**config.mk**
```make
export PLATFORM = sky130hd
export DESIGN_NAME = rx_error_counter_window_monitor_top
export DESIGN_NICKNAME = d
export VERILOG_FILES = /design/src/rtl/rxem_pkg.sv /design/src/rtl/rxem_cell.sv /design/src/rtl/rxem_delta.sv /design/src/rtl/rx_error_counter_window_monitor_top.sv
export SDC_FILE = /design/constraint.sdc
export NUM_CORES = 2
export LEC_CHECK = 0
export ABC_CLOCK_PERIOD_IN_PS = 8550
export BUFFER_PORTS_ARGS = -buffer_cell sky130_fd_sc_hd__buf_2
export CAP_MARGIN = 25
export CORE_AREA = 4 4 557 559
export DETAILED_ROUTE_END_ITERATION = 8
export DIE_AREA = 0 0 561 563
export HOLD_SLACK_MARGIN = 0.03
export PLACE_DENSITY = 0.4
export SYNTH_ARGS = -nofsm -noshare
export SYNTH_HDL_FRONTEND = slang
export SYNTH_SLANG_ARGS = --single-unit
```
**constraint.sdc**
```tcl
create_clock -name clk_i -period 8.55 [get_ports clk_i]
set_input_delay 0 -clock clk_i [delete_from_list [all_inputs] [get_ports clk_i]]
set_output_delay 0 -clock clk_i [all_outputs]
set_load 0.01 [all_outputs]
```
**src/rtl/rxem_pkg.sv**
```systemverilog
// Shared constants, types and helpers for the receive error window monitor.
package rxem_pkg;

  localparam int unsigned Window   = 16;
  localparam int unsigned CountW   = 16;
  localparam int unsigned NumCh    = 5;
  localparam int unsigned DeltaW   = NumCh * CountW;
  localparam int unsigned SumW     = CountW + $clog2(Window);
  localparam int unsigned OutSumW  = 20;
  localparam int unsigned TotalW   = 22;
  localparam int unsigned SatW     = (SumW > OutSumW) ? SumW : OutSumW;
  localparam int unsigned InDataW  = DeltaW;
  localparam int unsigned OutPackW = NumCh * OutSumW + TotalW;
  localparam int unsigned OutDataW = ((OutPackW + 7) / 8) * 8;
  localparam int unsigned CfgIdxW  = 2;

  localparam logic [OutSumW-1:0] SumMax = '1;

  // channel slots in the delta vector and the output word
  localparam int unsigned ChOfdmGlitch   = 0;
  localparam int unsigned ChOfdmBadhdr   = 1;
  localparam int unsigned ChLegacyGlitch = 2;
  localparam int unsigned ChLegacyBadhdr = 3;
  localparam int unsigned ChBadfcs       = 4;

  // input counter slots in tdata
  localparam int unsigned InTotalGlitch  = 0;
  localparam int unsigned InTotalBadhdr  = 1;
  localparam int unsigned InLegacyGlitch = 2;
  localparam int unsigned InLegacyBadhdr = 3;
  localparam int unsigned InBadfcs       = 4;

  typedef enum logic [CfgIdxW-1:0] {
    CfgClampLegacy  = 2'd0,
    CfgBadhdrLimit  = 2'd1,
    CfgGlitchLimit  = 2'd2
  } cfg_idx_e;

  typedef struct packed {
    logic              clamp;
    logic [CountW-1:0] badhdr_limit;
    logic [CountW-1:0] glitch_limit;
  } cfg_t;

  function automatic logic [OutSumW-1:0] sat_sum(input logic [SumW-1:0] s);
    logic [SatW-1:0] ext;
    ext = SatW'(s);
    if (ext > SatW'(SumMax)) begin
      return SumMax;
    end
    return ext[OutSumW-1:0];
  endfunction

endpackage

```
**src/rtl/rxem_cell.sv**
```systemverilog
// One history cell: holds the five deltas of one tick and passes them on.
module rxem_cell
  import rxem_pkg::*;
(
  input  logic              clk_i,
  input  logic              rst_ni,
  input  logic              shift_i,
  input  logic [DeltaW-1:0] data_i,
  output logic [DeltaW-1:0] data_o
);

  logic [DeltaW-1:0] data_q;

  always_ff @(posedge clk_i or negedge rst_ni) begin
    if (!rst_ni) begin
      data_q <= '0;
    end else if (shift_i) begin
      data_q <= data_i;
    end
  end

  assign data_o = data_q;

endmodule

```
**src/rtl/rxem_delta.sv**
```systemverilog
// Wrap-around counter deltas, OFDM split and legacy clamping.
module rxem_delta
  import rxem_pkg::*;
(
  input  logic               clk_i,
  input  logic               rst_ni,
  input  logic               en_i,
  input  logic [InDataW-1:0] counts_i,
  input  cfg_t               cfg_i,
  output logic [DeltaW-1:0]  delta_o
);

  logic [CountW-1:0] prev_q [NumCh];
  logic [CountW-1:0] raw [NumCh];
  logic [CountW-1:0] lg_clamped, lb_clamped;

  always_ff @(posedge clk_i or negedge rst_ni) begin
    if (!rst_ni) begin
      for (int c = 0; c < NumCh; c++) prev_q[c] <= '0;
    end else if (en_i) begin
      for (int c = 0; c < NumCh; c++) prev_q[c] <= counts_i[c*CountW +: CountW];
    end
  end

  always_comb begin
    for (int c = 0; c < NumCh; c++) begin
      raw[c] = counts_i[c*CountW +: CountW] - prev_q[c];
    end
  end

  // ofdm deltas use the unclamped legacy deltas
  always_comb begin
    lg_clamped = raw[InLegacyGlitch];
    lb_clamped = raw[InLegacyBadhdr];
    if (cfg_i.clamp && (raw[InLegacyGlitch] > cfg_i.glitch_limit)) begin
      lg_clamped = cfg_i.glitch_limit;
    end
    if (cfg_i.clamp && (raw[InLegacyBadhdr] > cfg_i.badhdr_limit)) begin
      lb_clamped = cfg_i.badhdr_limit;
    end
  end

  always_comb begin
    delta_o = '0;
    delta_o[ChOfdmGlitch*CountW +: CountW]   = raw[InTotalGlitch] - raw[InLegacyGlitch];
    delta_o[ChOfdmBadhdr*CountW +: CountW]   = raw[InTotalBadhdr] - raw[InLegacyBadhdr];
    delta_o[ChLegacyGlitch*CountW +: CountW] = lg_clamped;
    delta_o[ChLegacyBadhdr*CountW +: CountW] = lb_clamped;
    delta_o[ChBadfcs*CountW +: CountW]       = raw[InBadfcs];
  end

endmodule

```
**src/rtl/rx_error_counter_window_monitor_top.sv**
```systemverilog
// Top level: window sums of receive error counter deltas over a cell chain.
//
//  channel   direction  payload (low bits first)
//  s_axis    in         total_glitch, total_badhdr, legacy_glitch, legacy_badhdr, badfcs
//  m_axis    out        ofdm_glitch, ofdm_badhdr, legacy_glitch, legacy_badhdr, badfcs,
//                       interference_total
//  cfg       in         index, data (clamp_legacy, legacy_badhdr_limit, legacy_glitch_limit)
//
// One transaction per cycle sustained while the output is not stalled; a result passes
// through the accumulate stage (five running-sum lanes fed from the cell chain) and
// then the output stage that adds the interference total.
// Reset clears the counters, running sums and every history cell at once.
// A stalled output holds its result while one more input waits in the sum stage.
module rx_error_counter_window_monitor_top
  import rxem_pkg::*;
(
  input  logic                clk_i,
  input  logic                rst_ni,
  input  logic                s_axis_tvalid,
  output logic                s_axis_tready,
  // total_glitch[15:0], total_badhdr[31:16], legacy_glitch[47:32],
  // legacy_badhdr[63:48], badfcs[79:64]
  input  logic [InDataW-1:0]  s_axis_tdata,
  output logic                m_axis_tvalid,
  input  logic                m_axis_tready,
  // ofdm_glitch[19:0], ofdm_badhdr[39:20], legacy_glitch[59:40],
  // legacy_badhdr[79:60], badfcs[99:80], interference_total[121:100], zero pad
  output logic [OutDataW-1:0] m_axis_tdata,
  input  logic                cfg_valid_i,
  output logic                cfg_ready_o,
  input  logic [CfgIdxW-1:0]  cfg_index_i,
  input  logic [CountW-1:0]   cfg_data_i
);

  cfg_t cfg_q, cfg_d;

  logic in_acc, s1_adv;
  logic s1_valid_q, s1_valid_d;
  logic out_valid_q, out_valid_d;

  logic [DeltaW-1:0]   delta;
  logic [DeltaW-1:0]   chain [Window+1];
  logic [SumW-1:0]     sum_q [NumCh];
  logic [SumW-1:0]     sum_d [NumCh];
  logic [OutSumW-1:0]  s1_sum_q [NumCh];
  logic [OutSumW-1:0]  s1_sum_d [NumCh];
  logic [OutDataW-1:0] out_data_q, out_data_d;
  logic [TotalW-1:0]   total;

  // configuration
  assign cfg_ready_o = 1'b1;

  always_comb begin
    cfg_d = cfg_q;
    if (cfg_valid_i) begin
      unique case (cfg_index_i)
        CfgClampLegacy: cfg_d.clamp        = cfg_data_i[0];
        CfgBadhdrLimit: cfg_d.badhdr_limit = cfg_data_i;
        CfgGlitchLimit: cfg_d.glitch_limit = cfg_data_i;
        default:        cfg_d              = cfg_q;
      endcase
    end
  end

  always_ff @(posedge clk_i or negedge rst_ni) begin
    if (!rst_ni) begin
      cfg_q.clamp        <= 1'b0;
      cfg_q.badhdr_limit <= '1;
      cfg_q.glitch_limit <= '1;
    end else begin
      cfg_q <= cfg_d;
    end
  end

  // handshake
  assign s1_adv        = !out_valid_q || m_axis_tready;
  assign s_axis_tready = !s1_valid_q || s1_adv;
  assign in_acc        = s_axis_tvalid && s_axis_tready;

  rxem_delta u_delta (
    .clk_i    (clk_i),
    .rst_ni   (rst_ni),
    .en_i     (in_acc),
    .counts_i (s_axis_tdata),
    .cfg_i    (cfg_q),
    .delta_o  (delta)
  );

  // history: cell 0 holds the newest tick, the last cell's output drops out
  assign chain[0] = delta;

  for (genvar i = 0; i < Window; i++) begin : g_cell
    rxem_cell u_cell (
      .clk_i  (clk_i),
      .rst_ni (rst_ni),
      .shift_i(in_acc),
      .data_i (chain[i]),
      .data_o (chain[i+1])
    );
  end

  always_comb begin
    for (int c = 0; c < NumCh; c++) begin
      sum_d[c] = sum_q[c] + SumW'(delta[c*CountW +: CountW])
                          - SumW'(chain[Window][c*CountW +: CountW]);
      s1_sum_d[c] = sat_sum(sum_d[c]);
    end
  end

  always_ff @(posedge clk_i or negedge rst_ni) begin
    if (!rst_ni) begin
      for (int c = 0; c < NumCh; c++) sum_q[c] <= '0;
    end else if (in_acc) begin
      for (int c = 0; c < NumCh; c++) sum_q[c] <= sum_d[c];
    end
  end

  always_ff @(posedge clk_i) begin
    if (in_acc) begin
      for (int c = 0; c < NumCh; c++) s1_sum_q[c] <= s1_sum_d[c];
    end
  end

  always_comb begin
    s1_valid_d = s1_valid_q;
    if (in_acc) begin
      s1_valid_d = 1'b1;
    end else if (s1_adv) begin
      s1_valid_d = 1'b0;
    end
  end

  // output stage
  assign total = TotalW'(s1_sum_q[ChOfdmGlitch]) + TotalW'(s1_sum_q[ChOfdmBadhdr])
               + TotalW'(s1_sum_q[ChLegacyGlitch]) + TotalW'(s1_sum_q[ChLegacyBadhdr]);

  always_comb begin
    out_data_d = '0;
    for (int c = 0; c < NumCh; c++) begin
      out_data_d[c*OutSumW +: OutSumW] = s1_sum_q[c];
    end
    out_data_d[NumCh*OutSumW +: TotalW] = total;
  end

  assign out_valid_d = s1_adv ? s1_valid_q : out_valid_q;

  always_ff @(posedge clk_i) begin
    if (s1_adv && s1_valid_q) begin
      out_data_q <= out_data_d;
    end
  end

  always_ff @(posedge clk_i or negedge rst_ni) begin
    if (!rst_ni) begin
      s1_valid_q  <= 1'b0;
      out_valid_q <= 1'b0;
    end else begin
      s1_valid_q  <= s1_valid_d;
      out_valid_q <= out_valid_d;
    end
  end

  assign m_axis_tvalid = out_valid_q;
  assign m_axis_tdata  = out_data_q;

  // checks
  a_no_overrun: assert property (@(posedge clk_i) disable iff (!rst_ni)
    in_acc |-> (!s1_valid_q || s1_adv))
    else $error("input taken while sum stage is blocked");

  a_sum_stage_loaded: assert property (@(posedge clk_i) disable iff (!rst_ni)
    in_acc |=> s1_valid_q)
    else $error("accepted transaction missing from sum stage");

  a_out_loaded: assert property (@(posedge clk_i) disable iff (!rst_ni)
    (s1_valid_q && s1_adv) |=> out_valid_q)
    else $error("sum stage result not moved to output");

  a_clamp_glitch: assert property (@(posedge clk_i) disable iff (!rst_ni)
    (in_acc && cfg_q.clamp) |->
      (delta[ChLegacyGlitch*CountW +: CountW] <= cfg_q.glitch_limit))
    else $error("legacy glitch delta above limit in clamp mode");

  a_clamp_badhdr: assert property (@(posedge clk_i) disable iff (!rst_ni)
    (in_acc && cfg_q.clamp) |->
      (delta[ChLegacyBadhdr*CountW +: CountW] <= cfg_q.badhdr_limit))
    else $error("legacy bad header delta above limit in clamp mode");

endmodule
```
After elaboration in Yosys (flattened, before gate mapping)
Memories as Yosys holds them, arrays and structs flattened. A register that Yosys moved wholly into a read port is not among the register bits.
Cells that the tools add are included.
{"block": "op_classes", "eq_ne": 2, "reduce_logical": 13, "n_addsub": 20, "muxes": 21, "order_cmp": 7}
{"operator": "2-to-1 mux 20 bit", "n": 10}
{"operator": "subtractor 16 bit", "n": 7}
{"operator": "adder 20 x 16 -> 20 bit", "n": 5}
{"operator": "greater-than comparator 20 bit, second input constant", "n": 5}
{"operator": "subtractor 20 x 16 -> 20 bit", "n": 5}
{"operator": "greater-than comparator 16 bit", "n": 2}
{"operator": "2-to-1 mux 16 bit", "n": 2}
{"operator": "adder 21 x 20 -> 22 bit", "n": 1}
{"operator": "adder 22 x 20 -> 22 bit", "n": 1}
{"operator": "adder 20 x 20 -> 21 bit", "n": 1}
{"operator": "2-to-1 mux 1 bit", "n": 9}
{"operator": "AND reduction 2 bit", "n": 3}
{"operator": "logical AND 1 bit", "n": 4}
{"operator": "equality test 2 x 1 -> 1 bit, second input constant", "n": 1}
{"operator": "equality test 2 bit, second input constant", "n": 1}
{"operator": "logical NOT 1 bit", "n": 2}
{"operator": "logical NOT 2 bit", "n": 1}
{"operator": "logical OR 1 bit", "n": 2}
{"operator": "nonzero test 2 bit", "n": 1}
{"block": "totals", "in_bits": 103, "memories": 1, "ramBits": 100, "elab_cells": 96, "register_bits": 1617}
{"name": "s1_sum_q", "depth": 5, "width": 20, "read_ports": 5, "rd_clocked_by_memory_dff": 1, "write_ports": 5, "line_no": "rx_error_counter_window_monitor_top.sv:45", "source": "logic [OutSumW-1:0] s1_sum_q [NumCh];"}

Logic depth before layout (Yosys ltp)
{"block": "depth", "depth_word": 9, "depth_mapped": 33, "depth_no_buf": 31}

Modules after synthesis
From an unflattened synthesis, not the netlist that was laid out.
{"block": "hier_totals", "cells_unflattened": 5623, "area_unflattened_um2": 84120.7}
{"mod": "rxem_cell", "area_per_inst_um2": 3374.5, "cells_per_inst": 169, "n_inst": 16, "seq_area_each_um2": 2001.9}
{"mod": "rx_error_counter_window_monitor_top", "area_per_inst_um2": 21311.7, "cells_per_inst": 1904, "n_inst": 1, "seq_area_each_um2": 10084.7}
{"mod": "rxem_delta", "area_per_inst_um2": 8817.2, "cells_per_inst": 1015, "n_inst": 1, "seq_area_each_um2": 2001.9}

Worst setup path after synthesis
OpenSTA, ideal clock, no wires.
{"block": "synth_path", "kind": "reg-to-reg", "from": "reg u_delta.prev_q[32] in the netlist's numbering", "to": "mem s1_sum_q[2][19], data pin", "path_slack_ns": 2.064, "required_time_ns": 8.290, "t_arrival_ns": 6.226, "path_stages_with_launch": 29, "path_cell_list": "dfrtp_1 ha_1 inv_1 fa_1 a21o_1 a21oi_1 o21ai_1 a211o_1 a2111o_1 o311ai_1 ha_1 a21o_1 a21oi_1 o21ai_1 or3_1 clkbuf_1 nand2_1 buf_2 mux2i_1 fa_1 inv_1 ha_1 a21o_1 a221o_1 a2bb2oi_1 a31oi_1 o41ai_1 xnor2_1 xnor2_1"}
{"item": "start, declared", "line_no": "rxem_delta.sv:13", "source": "logic [CountW-1:0] prev_q [NumCh];"}
{"item": "end, declared", "line_no": "rx_error_counter_window_monitor_top.sv:45"}

==> impl_metrics.yaml <==
power_and_ir_drop:
  power_leakage_nw: 44.89
  powerDensity_nw_per_um2: 470.0
  vdd_ir_drop_max_mv: 0.2977
cells_and_area:
  fin_area_um2: 89780
  multi_input_comb_area_um2: 29110
  synthToLayoutAreaGrowth_pct: 18.17
  final_cell_mix: "nand2_1 (3890), dfrtp_1 (1463), inv_1 (380)"
  fin_nets: 8813
  ff_latch_area_um2: 44120
  fill_cells: 31990
  layout_commonest_cell: "nand2_1"
  drive_above_1_share_pct: 7.967
sta:
  max_freq_mhz: 129.8
  timing.setup.tns_ns: 0
  setup_violations: 0
  finalCriticalPeriod_ns: 7.703
  hold_violations: 0
  final_max_slew_viol_count: 0
  period_share_pct: 90.09
  fin_skew_ns: 0.04996
  tightest_slew_ns: 1.172
  slew_headroom_pct: 21.85
  rsz0062_at_grt: "no"
clock_network:
  clk_path_buf_depth: 4
  cts.repair.resized: 0
  clock_latency_ns: 0.85
  numCtsBuffers: 198
  root_buffer: "clkbuf_16"
  cts_max_level: 4
  path_clk_slew_ns: 0.06
  cts_tree: "yes"
  cts_sinks: 1717
synth:
  async_flop_share_pct: 87.07
  synth_cell_types: 83
  synth_top_family_by_area: "simple AND/OR/NAND/NOR gates"
  synth.area.mux_share_pct: 1.571
  synth_warnings: 0
  synth_xor_area_share_pct: 1.961
  syn_area_um2: 75970
  synth_top_area_share_pct: 48.19
  synth_edf_count: 222
  synth_area_leaders: "dfrtp_1 (48%), nand2_1 (19%), edfxtp_1 (8.8%)"
  synth_top_cell_by_area: "dfrtp_1"
  yosys.area_share.adder_pct: 7.852
  synth_seq_cells: 1717
  synth-compound-area-share_pct: 5.362
  synthSimpleGateAreaFrac_pct: 21.52
  syn_inst: 8002
  avgSynthCellArea_um2: 9.494
  seq_area_frac_synth_pct: 58.07
  synth_top_flop_cell: "dfrtp_1"
drt:
  wl_per_cell_um: 15.58
  num_vias: 52420
  routed_wl_um: 195900
  via_per_inst: 4.168
  antenna_left: 0
  dr.pass1.iters: 6
  drc: 0
  drtIter0Drc: 3241
worst_hold_path:
  min-delay-start: "s_axis_tdata[22]"
  worstHoldPathType: "input port to flop"
worst_setup_path:
  end_kind: "flop"
  crit_slowest_cell: "dlygate4sd3_1"
  cp_max_fo: 11
  startpoint_type: "input port"
  slowest_delay_ns: 0.55
  worstSetupStartpoint: "s_axis_tdata[32]"
  reg2reg_from: "u_delta.prev_q[32]"
  cp.required_ns: 9.12
  arrival_ns: 8.27
  crit_type: "input port to flop"
place:
  gp_congestion: 0.8157
  io_buffers: 226
  place_area_um2: 81570
  hpwl_um: 127200
run_status:
  outcome: "complete, no violations"
job:
  drv_cap: 0
global_routing:
  first_global_vias: 53290
  grt_util_all_layers_pct: 12.32
  grt_pass1_wl_um: 315200
  grt.overflow.total: 0
  antenna_found_initial: 6
  grt_max_degree: 225
floorplanning:
  die_x_um: 561
  io_pins: 234
  rows: 203
  die-height_um: 563
  core_area_um2: 305000
  dieArea_um2: 315800
  start_util_pct: 24.91
-- critical path: cells and delay by family --
kind / cells / cell delay, ns
AO/OA/AOI/OAI: 13 / 2.83
adder cells (fa/ha/maj): 6 / 1.85
AND/OR/NAND/NOR: 5 / 1.63
buffers and inverters: 7 / 1.48
multiplexers: 1 / 0.34
XOR/XNOR: 1 / 0.14
-- routing by layer --
metal  vias to the layer above  routed length (um)  track usage, %
met5                         -                   0               0
met4                         0                4304           2.981
met3                       263                6400           1.803
met2                       618               86330           19.19
met1                     25610               98850           17.98
li1                      25920                   -               -
-- report_power, final --
group	leakage, nW	switching, mW	internal, mW
sequential	21.6	1.83	12.0
combinational	20.2	12.1	7.93
clock	3.04	3.41	4.87
-- cells in the mapped netlist (19+ instances only) --
library cell / number
nand2_1: 3891
dfrtp_1: 1463
inv_1: 380
clkbuf_1: 304
ha_1: 232
edfxtp_1: 222
o21ai_0: 207
fa_1: 153
nor2_1: 137
a21oi_1: 134
xnor2_1: 114
mux2_2: 78
a21o_1: 54
xor2_1: 51
o21ai_1: 46
nor3_1: 43
o21a_1: 36
nand3_1: 35
buf_1: 34
dfstp_2: 32
mux2i_1: 30
a211oi_1: 26
o21bai_1: 24
nand2b_1: 23
nand4_1: 20
a31oi_1: 19
nor2b_1: 19
-- per-stage QoR --
step           total power [mW]  util (%)  hold WS [ns]  worst slack [ns]  cells
2_1_floorplan             27.76         -       -0.2956             2.064   8007
3_3_place_gp              33.96     26.73       0.06499            0.9672  12030
3_5_place_dp              34.21     26.74       0.05450            0.9991  12030
4_1_cts                   42.97     29.41       0.03011            0.9763  12570
5_1_grt                   45.97     29.43       0.08209            0.4853  12570
6_report                  42.20     29.43        0.1108            0.8475  12580
-- repair_timing --
item / 4_1_cts / 5_1_grt
hold buffers: 189 / 0
buffers inserted: 0 / 0
endpoints found under the hold margin: 762 / 0
-- worst paths after layout --
check	endpoint	slack, ns	cells after the start
max	s1_sum_q[2][18]	0.85	33
min	u_delta.prev_q[54]	0.11	4
max reg2reg	s1_sum_q[2][18]	0.96	29
min reg2reg	m_axis_tdata[98]	0.42	0
max in group asynchronous	g_cell[9].u_cell.data_o[51]	6.48	5
min in group asynchronous	cfg_q[29]	0.34	3
-- state kept, by name (all words and copies together), names as in the netlist --
register              count
sum_q                   100
u_delta.prev_q           80
g_cell.u_cell.data_o   1280
s1_sum_q                100
m_axis_tvalid             1
s1_valid_q                1
cfg_q                    33
m_axis_tdata            122
-- final cells by class --
class | instances | area share, %
sequential | 1717 | 49.14
inverter | 382 | 1.606
tap | 4100 | 5.714
antenna | 5 | 0.01394
multi-input combinational | 5559 | 32.43
timing repair buffer | 467 | 4.159
clock buffer | 308 | 6.453
clock inverter | 39 | 0.4850
-- cells by family after synthesis --
kind of cell               Yosys count
other                                2
buffers and inverters              731
adders and majority gates          385
AOI/OAI and AO/OA                  656
and+or+nand+nor                   4235
DFF                               1717
xor gates and xnor gates           167
muxes                              109
(Power assumes the default switching activity.)
